## src/hw/rtl/lev_pkg.sv

```systemverilog
package lev_pkg;

  // Default bound on either string, in bytes
  localparam int MAX_LEN_DEF = 64;

  localparam int DIST_W   = 7;
  localparam int STATUS_W = 2;
  localparam int OP_W     = 2;
  localparam int SYM_W    = 8;

  localparam logic [OP_W-1:0] OP_APPEND  = 2'd0;
  localparam logic [OP_W-1:0] OP_PROCESS = 2'd1;
  localparam logic [OP_W-1:0] OP_FINISH  = 2'd2;

  localparam logic [STATUS_W-1:0] STATUS_OK       = 2'd0;
  localparam logic [STATUS_W-1:0] STATUS_OVERFLOW = 2'd1;
  localparam logic [STATUS_W-1:0] STATUS_ORDER    = 2'd2;

  typedef enum logic [2:0] {
    ST_IDLE,
    ST_WALK,
    ST_DRAIN,
    ST_FIN
  } lev_state_t;

  // Controller to datapath
  typedef struct packed {
    logic append_wr;   // store symbol at the end of the second string
    logic set_ovf;     // flag a length overflow
    logic set_order;   // flag a late second-string byte
    logic proc_init;   // latch symbol, seed the row walk
    logic issue;       // read the next row column
    logic count_first; // one more first-string byte done
    logic fin_read;    // read the last row entry
    logic emit;        // present the result
    logic clear;       // reset the pair state
  } lev_cmd_t;

  // Datapath to controller
  typedef struct packed {
    logic len_zero;    // second string empty
    logic sb_full;     // second string at its bound
    logic fc_zero;     // no first-string byte yet
    logic fc_full;     // first string at its bound
    logic issue_last;  // next issue reads the last column
  } lev_stat_t;

endpackage

```

## src/hw/rtl/lev_ctrl.sv

```systemverilog
module lev_ctrl
  import lev_pkg::*;
(
  input  logic            clk,
  input  logic            rst,
  input  logic            start,
  input  logic [OP_W-1:0] operation,
  input  lev_stat_t       stat,
  output lev_cmd_t        cmd,
  output logic            busy,
  output logic            done
);

  lev_state_t state;
  lev_state_t state_next;

  always_ff @(posedge clk) begin
    if (rst) begin
      state <= ST_IDLE;
    end else begin
      state <= state_next;
    end
  end

  always_comb begin
    state_next = state;
    cmd        = '0;
    case (state)
      ST_IDLE: begin
        if (start) begin
          case (operation)
            OP_APPEND: begin
              if (!stat.fc_zero) begin
                cmd.set_order = 1'b1;
              end else if (stat.sb_full) begin
                cmd.set_ovf = 1'b1;
              end else begin
                cmd.append_wr = 1'b1;
              end
            end
            OP_PROCESS: begin
              if (stat.fc_full) begin
                cmd.set_ovf = 1'b1;
              end else if (stat.len_zero) begin
                cmd.count_first = 1'b1;
              end else begin
                cmd.proc_init = 1'b1;
                state_next    = ST_WALK;
              end
            end
            OP_FINISH: begin
              cmd.fin_read = 1'b1;
              state_next   = ST_FIN;
            end
            default: begin
            end
          endcase
        end
      end
      ST_WALK: begin
        cmd.issue = 1'b1;
        if (stat.issue_last) begin
          state_next = ST_DRAIN;
        end
      end
      ST_DRAIN: begin
        cmd.count_first = 1'b1;
        state_next      = ST_IDLE;
      end
      ST_FIN: begin
        cmd.emit   = 1'b1;
        cmd.clear  = 1'b1;
        state_next = ST_IDLE;
      end
      default: begin
        state_next = ST_IDLE;
      end
    endcase
  end

  assign busy = (state != ST_IDLE);
  assign done = cmd.emit;

  a_drain_after_walk: assert property (@(posedge clk) disable iff (rst)
    state == ST_DRAIN |-> $past(state) == ST_WALK)
    else $error("drain entered without a row walk");

  a_single_emit: assert property (@(posedge clk) disable iff (rst)
    cmd.emit |=> !cmd.emit)
    else $error("result emitted twice");

endmodule

```

## src/hw/rtl/lev_dpath.sv

```systemverilog
module lev_dpath
  import lev_pkg::*;
#(
  parameter int MAX_LEN = MAX_LEN_DEF
) (
  input  logic                clk,
  input  logic                rst,
  input  logic [SYM_W-1:0]    symbol,
  input  lev_cmd_t            cmd,
  output lev_stat_t           stat,
  output logic [DIST_W-1:0]   distance,
  output logic [STATUS_W-1:0] status
);

  localparam int AW = (MAX_LEN > 1) ? $clog2(MAX_LEN) : 1;
  localparam int CW = $clog2(MAX_LEN + 1);

  // Row entry col (1..MAX_LEN) lives at address col-1; entry 0 always equals first_count
  logic [SYM_W-1:0] sb_mem [MAX_LEN];
  logic [CW-1:0]    dp_mem [MAX_LEN];

  logic [CW-1:0]    sec_len;
  logic [CW-1:0]    first_count;
  logic             ovf;
  logic             order;

  logic [SYM_W-1:0] sym_q;
  logic [CW-1:0]    left;
  logic [CW-1:0]    diag;
  logic [AW-1:0]    issue_addr;
  logic             rd_valid;
  logic [AW-1:0]    rd_addr_q;
  logic [SYM_W-1:0] sb_q;
  logic [CW-1:0]    dp_q;

  logic [AW-1:0]    rd_addr;
  logic [CW-1:0]    len_m1;
  logic [CW-1:0]    up_v;
  logic [CW:0]      sub_c;
  logic [CW:0]      ins_c;
  logic [CW:0]      del_c;
  logic [CW:0]      best_c;
  logic [CW-1:0]    dist_full;

  assign len_m1  = sec_len - CW'(1);
  assign rd_addr = cmd.fin_read ? len_m1[AW-1:0] : issue_addr;

  assign stat.len_zero   = (sec_len == '0);
  assign stat.sb_full    = (sec_len == CW'(MAX_LEN));
  assign stat.fc_zero    = (first_count == '0);
  assign stat.fc_full    = (first_count == CW'(MAX_LEN));
  assign stat.issue_last = ((CW'(issue_addr) + CW'(1)) == sec_len);

  // Until the first row step the stored row is unwritten: entry col reads as col
  always_comb begin
    up_v   = stat.fc_zero ? (CW'(rd_addr_q) + CW'(1)) : dp_q;
    sub_c  = {1'b0, diag} + (CW + 1)'(sym_q != sb_q);
    ins_c  = {1'b0, left} + (CW + 1)'(1);
    del_c  = {1'b0, up_v} + (CW + 1)'(1);
    best_c = sub_c;
    if (ins_c < best_c) begin
      best_c = ins_c;
    end
    if (del_c < best_c) begin
      best_c = del_c;
    end
  end

  always_ff @(posedge clk) begin
    sb_q <= sb_mem[rd_addr];
    dp_q <= dp_mem[rd_addr];
    if (cmd.append_wr) begin
      sb_mem[sec_len[AW-1:0]] <= symbol;
    end
    if (rd_valid) begin
      dp_mem[rd_addr_q] <= best_c[CW-1:0];
    end
  end

  always_ff @(posedge clk) begin
    rd_addr_q <= issue_addr;
    if (cmd.proc_init) begin
      sym_q      <= symbol;
      left       <= first_count + CW'(1);
      diag       <= first_count;
      issue_addr <= '0;
    end else begin
      if (cmd.issue) begin
        issue_addr <= issue_addr + AW'(1);
      end
      if (rd_valid) begin
        left <= best_c[CW-1:0];
        diag <= up_v;
      end
    end
  end

  always_ff @(posedge clk) begin
    if (rst) begin
      rd_valid    <= 1'b0;
      sec_len     <= '0;
      first_count <= '0;
      ovf         <= 1'b0;
      order       <= 1'b0;
    end else begin
      rd_valid <= cmd.issue;
      if (cmd.clear) begin
        sec_len     <= '0;
        first_count <= '0;
        ovf         <= 1'b0;
        order       <= 1'b0;
      end else begin
        if (cmd.append_wr) begin
          sec_len <= sec_len + CW'(1);
        end
        if (cmd.count_first) begin
          first_count <= first_count + CW'(1);
        end
        if (cmd.set_ovf) begin
          ovf <= 1'b1;
        end
        if (cmd.set_order) begin
          order <= 1'b1;
        end
      end
    end
  end

  always_comb begin
    if (stat.len_zero) begin
      dist_full = first_count;
    end else if (stat.fc_zero) begin
      dist_full = sec_len;
    end else begin
      dist_full = dp_q;
    end
  end

  assign distance = DIST_W'(dist_full);
  assign status   = ovf ? STATUS_OVERFLOW : (order ? STATUS_ORDER : STATUS_OK);

  a_best_bounded: assert property (@(posedge clk) disable iff (rst)
    rd_valid |-> best_c <= (CW + 1)'(MAX_LEN))
    else $error("row entry beyond string bound");

  a_counts_bounded: assert property (@(posedge clk) disable iff (rst)
    sec_len <= CW'(MAX_LEN) && first_count <= CW'(MAX_LEN))
    else $error("string length counter beyond bound");

  a_second_frozen: assert property (@(posedge clk) disable iff (rst)
    (first_count != '0 && !cmd.clear) |=> $stable(sec_len))
    else $error("second string grew after first-string bytes");

endmodule

```

## src/hw/rtl/levenshtein_distance.sv

```systemverilog
// Channel   Direction  Handshake             Payload
// command   in         start high, busy low  operation, symbol
// result    out        done (one cycle)      distance, status
//
// Append leaves busy low.
// Process with a non-empty second string holds busy after the transfer: the row
//   walk reads one column per cycle from the single-read row memory, plus a drain
//   state.
// Finish raises busy; done pulses while busy is high, then the pair clears.
// Synchronous active-high rst clears control state; no memory clearing pass.
// The receiver cannot stall: done is a one-cycle strobe.
module levenshtein_distance
  import lev_pkg::*;
#(
  parameter int MAX_LEN = MAX_LEN_DEF
) (
  input  logic                clk,
  input  logic                rst,
  input  logic                start,
  output logic                busy,
  input  logic [OP_W-1:0]     operation,
  input  logic [SYM_W-1:0]    symbol,
  output logic                done,
  output logic [DIST_W-1:0]   distance,
  output logic [STATUS_W-1:0] status
);

  // Command and status between sequencer and row datapath
  lev_cmd_t  cmd;
  lev_stat_t stat;

  // Sequencer: decode each transfer, pace the row walk, pulse the result
  lev_ctrl u_ctrl (
    .clk       (clk),
    .rst       (rst),
    .start     (start),
    .operation (operation),
    .stat      (stat),
    .cmd       (cmd),
    .busy      (busy),
    .done      (done)
  );

  // Datapath: string store, distance row memory, counters and flags
  lev_dpath #(
    .MAX_LEN (MAX_LEN)
  ) u_dpath (
    .clk      (clk),
    .rst      (rst),
    .symbol   (symbol),
    .cmd      (cmd),
    .stat     (stat),
    .distance (distance),
    .status   (status)
  );

endmodule
```

## config.mk

```make
export PLATFORM = sky130hd
export DESIGN_NAME = levenshtein_distance
export DESIGN_NICKNAME = d
export VERILOG_FILES = /design/src/hw/rtl/lev_pkg.sv /design/src/hw/rtl/lev_ctrl.sv /design/src/hw/rtl/lev_dpath.sv /design/src/hw/rtl/levenshtein_distance.sv
export SDC_FILE = /design/constraint.sdc
export NUM_CORES = 1
export LEC_CHECK = 0
export ABC_CLOCK_PERIOD_IN_PS = 10700
export BUFFER_PORTS_ARGS = -buffer_cell sky130_fd_sc_hd__buf_2
export CORE_MARGIN = 3
export CORE_UTILIZATION = 45
export CTS_CLUSTER_DIAMETER = 40
export DETAILED_ROUTE_END_ITERATION = 16
export SYNTH_ARGS = -nofsm -noshare
export SYNTH_HDL_FRONTEND = slang
export SYNTH_SLANG_ARGS = --single-unit
```

## constraint.sdc

```tcl
create_clock -name clk -period 10.7 [get_ports clk]
set_input_delay 1.605 -clock clk [delete_from_list [all_inputs] [get_ports clk]]
set_output_delay 1.605 -clock clk [all_outputs]
set_load 0.005 [all_outputs]
```

==> impl_results.md, run 1 <==
* Status: complete, no violations
* Largest net degree at the start of global routing at approximately 130
* Top fanout value on the critical path at 38
* Wire per inst at 24.2 µm
* R2R Setup Slk at 3.30 ns
* Max Fclk at around 140 MHz
* Least-Margin Pin Slew at 1.39 ns
* Clock Tree Root: clkbuf_16
* Critical path arrival at 7.86 ns
* Area Overhead vs Synth at 13.2%
* CTS Buf Count at 130
* Worst setup margin at ~3.3 ns
* Die area at just under 100000 µm²
* Via count at approximately 25000
* Final net count at roughly 3000
* Post-CTS setup buffers at 0
* Antenna-violating nets left at 0
* FP Rows at 111
* Worst rel slew slack at 0.0710
* Mapped Area at approximately 42000 µm²
* Pre-CTS setup slack at 3.29 ns
* Via/cell ratio at about 5.8
* Distinct cells, synth at 66
* Synth Net Count at 2982
* Vias in the first global route at ~24000
* R2R depth at 22
* Final period util at 0.692
* IO Count at 24
* Peak VDD IR at about 0.32 mV
* Clk_lat worst skew at 0.72 ns
* HPWL Detailed at 61.8 mm
* Maxcap violations at 0
* H-tree lvl count at 4
* Overflow after GRT at 0
* Initial antenna violation count at 3
* HP Class: reg -> reg
* Final hold slack at 0.443 ns
* Setup_tns at 0 ns
* Drt total wl at about 100 mm
* Clk buf depth at 3
* Die Wd at 312 µm
* Post-CTS Resized at 0
* Final Hold Violating Endpoints at 0
* Total power per unit cell area at between 300 and 400 nW/µm²
* Sequential cell area fraction in the yosys report at 0.723
* Port-buffer cells at 23
* Async set or reset register ratio after synthesis at 0
* Router iterations before antenna repair at 5
* Required @ worst endpoint at ~11 ns
* Setup violations, final at 0
* Sink Count at slightly above 1000
* Hold buffers post-CTS at 0
* Synth Flop Type: edfxtp_1
* Min-delay src: u_dpath.issue_addr[5]
* Clock Skews at ~0.018 ns
* CORE AREA at 92200 µm²
* P_leak at about 16 nW
* Clock-pin slew on the worst setup and hold paths at approximately 0.060 ns
* GRT Total Usage at 0.214
* CTS tree: built
* Dpl cell area at roughly 43000 µm²
* RSZ-0062 raised after global routing: no
* Layout cells sized above 1 at 0.133
* Number of synthesized flops with an enable pin at roughly 980
* Initial DRC Count at roughly 2900
* Mapped Cells at approximately 2900
* Hold endpoint: u_dpath.rd_addr_q[5]
* YS warnings at 0
* First-pass GRT wire length at 158 mm
* Worst setup SP type: register
* DRC viols at 0
* GPL Wtd Cong at 0.844
* Period minus WS final at approximately 7.4 ns
* Yosys reg bits at just over 1000
* Die Y-Extent at a little over 300 µm
* Critical R2R Launch: u_dpath.sym_q[3]
* Starting Density at 0.456
* Syn avg cell area at 14.3 µm²
* Final Max Slew Viols at 0
* CP Capture Type: register
* WHS Path Cells at 0
* Reg2reg end: u_dpath.dp_mem[32][2]
* Kind of critical path: reg -> reg
* Final Cell Area at ~48000 µm²
## per-layer routing
layer  track usage  vias up  share of wire
met5             0        -        0.00012
met4        0.0677        2          0.026
met3        0.0417      172          0.075
met2         0.331     1021           0.47
met1         0.309    12600           0.43
li1              -    11000              -
## where the power goes
part | switching [mW] | internal (mW) | total [mW] | leakage (nW)
sequential | 0.110 | 5.59 | 5.70 | 9.21
clock | 1.66 | 2.69 | 4.35 | 2.09
combinational | 3.15 | 1.22 | 4.38 | 4.70
total | 4.93 | 9.50 | 14.4 | 16.0
## Yosys cell counts, types with 2 or more instances
cell	instances	area, µm²
inv_1	27	101
and2_1	2	12.5
o211ai_1	18	135
nand3_1	195	976
nand3b_1	6	45.0
dfxtp_1	46	921
o31ai_1	2	15.0
or2_2	6	37.5
nor2_1	198	743
nand2_1	638	2390
buf_2	54	270
or3_1	3	18.8
and3_1	81	507
a211oi_1	19	143
buf_4	15	113
a31oi_1	64	400
nand2b_1	2	12.5
nor3b_1	2	15.0
edfxtp_1	982	29500
xor2_1	33	289
a21o_1	2	15.0
clkbuf_1	82	308
o21ai_0	19	95.1
mux2i_1	36	360
buf_6	8	90.1
nor2b_1	8	50.1
nor4_1	36	225
buf_1	9	33.8
o21ai_2	2	17.5
mux2_2	12	135
mux4_2	106	2390
or4_1	2	15.0
ha_1	27	338
xnor2_1	25	219
nor3_1	10	50.1
a21oi_1	98	490
mux2i_4	3	67.6
nand4_1	8	50.1
o22ai_1	29	181
## cells by family (layout without fill, tap and decap cells)
group / count (synthesis) / count (layout) / synth area share
flip-flops: 1028 / 1028 / 0.723
XOR/XNOR: 58 / 58 / 0.0121
adder cells (fa/ha/maj): 27 / 27 / 0.00803
other: 0 / 1 / 0
multiplexers: 158 / 158 / 0.0704
buffers and inverters: 198 / 319 / 0.0227
AO/OA/AOI/OAI: 267 / 267 / 0.0388
AND/OR/NAND/NOR: 1206 / 1206 / 0.125
## metrics by stage
step | instances | utilization | power [mW]
floorplan | 2942 | - | 8.54
global placement | 4073 | 0.469 | 10.0
detailed placement | 4073 | 0.469 | 10.2
CTS | 4306 | 0.516 | 14.5
global route | 4307 | 0.516 | 15.1
finish | 4307 | 0.516 | 14.4
## critical path: stages, from the launching register on
cell and delay [ns]:
edfxtp_1 0.38, xor2_1 0.15, nor4_1 0.32, nand2_1 0.26, ha_1 0.29, ha_1 0.20, and3_1 0.21, nand3_1 0.12
xor2_1 0.22, ha_1 0.28, nand4_1 0.09, a21oi_1 0.05, o31a_1 0.37, nor2_1 0.58, mux2_2 0.46, ha_1 0.32
a211o_1 0.28, or2_2 0.29, nor2_1 0.13, nand2_1 0.11, o311ai_4 0.56, mux2i_4 0.90, buf_4 0.52
## layout make-up
| type | instances | area, µm² |
|---|---|---|
| antenna | 1 | 2.50 |
| clock buffer | 155 | 3580 |
| clock inverter | 78 | 785 |
| fill | 7630 | 44600 |
| inverter | 28 | 105 |
| multi-input combinational | 1716 | 10800 |
| sequential | 1028 | 30400 |
| tap | 1243 | 1560 |
| timing repair buffer | 58 | 403 |
## state kept, by name, summed over array words and instances (netlist names)
name                 count
u_dpath.order            1
u_dpath.issue_addr       6
u_dpath.dp_mem         448
u_dpath.rd_valid         1
u_ctrl.state             2
u_dpath.dp_q             7
u_dpath.ovf              1
u_dpath.diag             7
u_dpath.sym_q            8
u_dpath.sec_len          7
u_dpath.rd_addr_q        6
u_dpath.left             7
u_dpath.sb_mem         512
u_dpath.first_count      7
u_dpath.sb_q             8
## cells in the final DEF, fill, tap and decap left out, drive strengths merged, types with 35 or more instances in the layout
cell type,n
nand2,638
nor4,36
and3,81
edfxtp,982
buf,58
clkinv,43
a31oi,64
clkbuf,155
inv,35
dfxtp,46
mux4,106
nor2,198
nand3,195
a21oi,98
mux2i,39
## how the worst max path moves through the flow
stage	startpoint	endpoint	slack [ns]	depth (start not counted)
after floorplan	u_dpath.sym_q[7]	u_dpath.dp_mem[0][3]	3.45	21
after global placement	u_dpath.sym_q[3]	u_dpath.dp_mem[16][2]	3.47	24
after detailed placement	u_dpath.sym_q[3]	u_dpath.dp_mem[16][2]	3.29	22
after CTS	u_dpath.sym_q[3]	u_dpath.dp_mem[60][2]	3.27	22
after global routing	u_dpath.sym_q[2]	u_dpath.dp_mem[32][2]	2.80	24
final	u_dpath.sym_q[3]	u_dpath.dp_mem[32][2]	3.30	22
Note: power is estimated with default switching activity, not from simulation.
==> run 2: changes to the inputs <==
--- a/config.mk
+++ b/config.mk
@@ -5,7 +5,7 @@
 export SDC_FILE = /design/constraint.sdc
 export NUM_CORES = 1
 export LEC_CHECK = 0
-export ABC_CLOCK_PERIOD_IN_PS = 10700
+export ABC_CLOCK_PERIOD_IN_PS = 6300
 export BUFFER_PORTS_ARGS = -buffer_cell sky130_fd_sc_hd__buf_2
 export CORE_MARGIN = 3
 export CORE_UTILIZATION = 45
==> constraint.sdc (replaced) <==
create_clock -name clk -period 6.3 [get_ports clk]
set_input_delay 0.945 -clock clk [delete_from_list [all_inputs] [get_ports clk]]
set_output_delay 0.945 -clock clk [all_outputs]
set_load 0.005 [all_outputs]
==> impl_results.md, run 2 (synthesis gave the netlist of run 1 again) <==
* Status: complete, no violations
* Via count at 24900 (+0.42%)
* Clock Tree Root: clkbuf_16
* Met2 usage at 0.334 (+0.00257)
* Max Fclk at 166 MHz (+23%)
* HPWL Detailed at 64.1 mm (+3.7%)
* Commonest cells after routing, fill and taps aside: edfxtp_1, nand2_1, nor2_1
* Clk buf depth at 3 (unchanged)
* Clock-pin slew on the worst setup and hold paths at 0.06 ns (about the same)
* Most common cell after layout, fill and taps aside: edfxtp_1
* Die area at 97200 µm² (unchanged)
* Overflow after GRT at 0 (unchanged)
* Largest net degree at the start of global routing at 119 (-7.0%)
* Wire per inst at 24.4 µm (+0.96%)
* FP Rows at 111 (unchanged)
* P_leak at 16.2 nW (+1.4%)
* Setup_tns at 0 ns (unchanged)
* Peak VDD IR at 0.560 mV (+75%)
* Clk_lat worst skew at 0.73 ns (about the same)
* CORE AREA at 92200 µm² (unchanged)
* Global Route met3 Usage at 0.0400 (-0.00166)
* Final net count at 3025 (+0.77%)
* Period minus WS final at 6.04 ns (-1.36 ns)
* CTS Buf Count at 132 (+1.5%)
* DRC viols at 0 (unchanged)
* Worst rel slew slack at 0.275 (+0.204)
* GPL Wtd Cong at 0.891 (+5.6%)
* GRT met1 Usage at 0.315 (+0.00603)
* Antenna-violating nets left at 0 (unchanged)
* Vias in the first global route at 24300 (-0.70%)
* IO Count at 24 (unchanged)
* Total power per unit cell area at 522 nW/µm² (+72%)
* Initial DRC Count at 2998 (+3.3%)
* Router iterations before antenna repair at 5 (unchanged)
* Final period util at 0.959 (+0.267)
* First-pass GRT wire length at 158 mm (+0.50%)
* Setup violations, final at 0 (unchanged)
* Die Wd at 312 µm (unchanged)
* Via/cell ratio at 5.74 (-0.34%)
* Final Max Slew Viols at 0 (unchanged)
* Clock Skews at 0.0333 ns (+0.0150 ns)
* Worst setup SP type: register
* Critical path arrival at 6.56 ns (-1.30 ns)
* GRT Total Usage at 0.216 (+0.00163)
* GRT busiest layer: met2
* Required @ worst endpoint at 6.82 ns (-4.34 ns)
* Die Y-Extent at 312 µm (unchanged)
* Starting Density at 0.456 (unchanged)
* Maxcap violations at 0 (unchanged)
* Least-Margin Pin Slew at 1.09 ns (-0.307 ns)
* Top fanout value on the critical path at 24 (-37%)
* H-tree lvl count at 4 (unchanged)
* Final Hold Violating Endpoints at 0 (unchanged)
* Area Overhead vs Synth at 14.3%
* Port-buffer cells at 23 (unchanged)
* CP Capture Type: register
* Final hold slack at 0.432 ns (-0.0111 ns)
* Sink Count at 1028 (unchanged)
* CTS tree: built
* Initial antenna violation count at 4 (+1)
* Drt total wl at 106 mm (+1.7%)
* Max reg flops at 512 (unchanged)
* Hold buffers post-CTS at 0 (unchanged)
* HP Class: reg -> reg
* Kind of critical path: reg -> reg
* Layout cells sized above 1 at 0.143 (+0.0103)
-- run 2: cell count changes in the layout (fill, tap and decap cells not counted), moves of 5 or more --
cell        previous run  this run
buf_12                 2        11
buf_4                 33        42
clkinvlp_4            16        11
inv_6                  4        16
-- run 2: final cells by class --
| class | instances | area [µm²] |
|---|---|---|
| clock inverters | 89 | 978 |
| multi-input cells | 1716 | 10800 |
| fillers | 7576 | 44200 |
| repair buffers | 79 | 702 |
| diodes | 3 | 7.51 |
| flip-flops and latches | 1028 | 30400 |
| inverters | 28 | 105 |
| well taps | 1243 | 1560 |
| clock buffers | 154 | 3490 |
-- run 2: report_power, final --
part / internal, mW / total [mW] / switching [mW]
Combinational: 2.53 / 7.92 / 5.39
Clock: 4.63 / 7.55 / 2.92
Sequential: 9.42 / 9.59 / 0.169
-- run 2: routing by layer --
layer,wire [µm],up-vias
met5,0,-
met2,49400,993
met3,7920,159
met4,2280,0
li1,-,11100
met1,46200,12600
-- run 2: path summary, 6_finish.rpt --
kind	startpoint	to	slack [ns]	cells after the start
max	u_dpath.sym_q[3]	u_dpath.dp_mem[57][3]	0.26	26
max reg2reg	u_dpath.sym_q[3]	u_dpath.dp_mem[57][3]	0.26	26
min	u_dpath.issue_addr[5]	u_dpath.rd_addr_q[5]	0.43	0
min reg2reg	u_dpath.issue_addr[5]	u_dpath.rd_addr_q[5]	0.43	0
-- run 2: through the flow --
stage          cells  instance area, µm²  total power [mW]   util  worst slack, ns
2_1_floorplan   2942               42100              14.5      -           -0.257
3_3_place_gp    4090               43500              17.2  0.472            0.265
3_5_place_dp    4090               43500              17.4  0.472            0.203
4_1_cts         4333               48000              25.0  0.520            0.122
5_1_grt         4340               48100              26.1  0.521          -0.0430
6_report        4340               48100              25.1  0.521            0.260
-- run 2: timing repair --
| item | 4_1_cts | 5_1_grt |
|---|---|---|
| resized for setup | 0 | 7 |
| setup endpoints to repair | 0 | 388 |
| buffers inserted | 0 | 3 |
-- run 2: worst max-delay path, stage by stage, from the launching register on --
cell,delay [ns]
edfxtp_1,0.37
xor2_1,0.15
nor4_1,0.31
nand2_1,0.22
ha_1,0.28
ha_1,0.22
and3_1,0.21
nand3_1,0.13
xor2_2,0.19
ha_1,0.30
nand4_1,0.10
a21oi_1,0.05
o31a_1,0.32
nor2_4,0.16
buf_4,0.17
mux2i_1,0.27
inv_1,0.07
ha_1,0.31
nand2_1,0.07
o21ai_0,0.11
or2_2,0.33
nor2_1,0.13
nand2_1,0.11
o311ai_4,0.39
buf_4,0.23
mux2i_4,0.31
buf_4,0.32
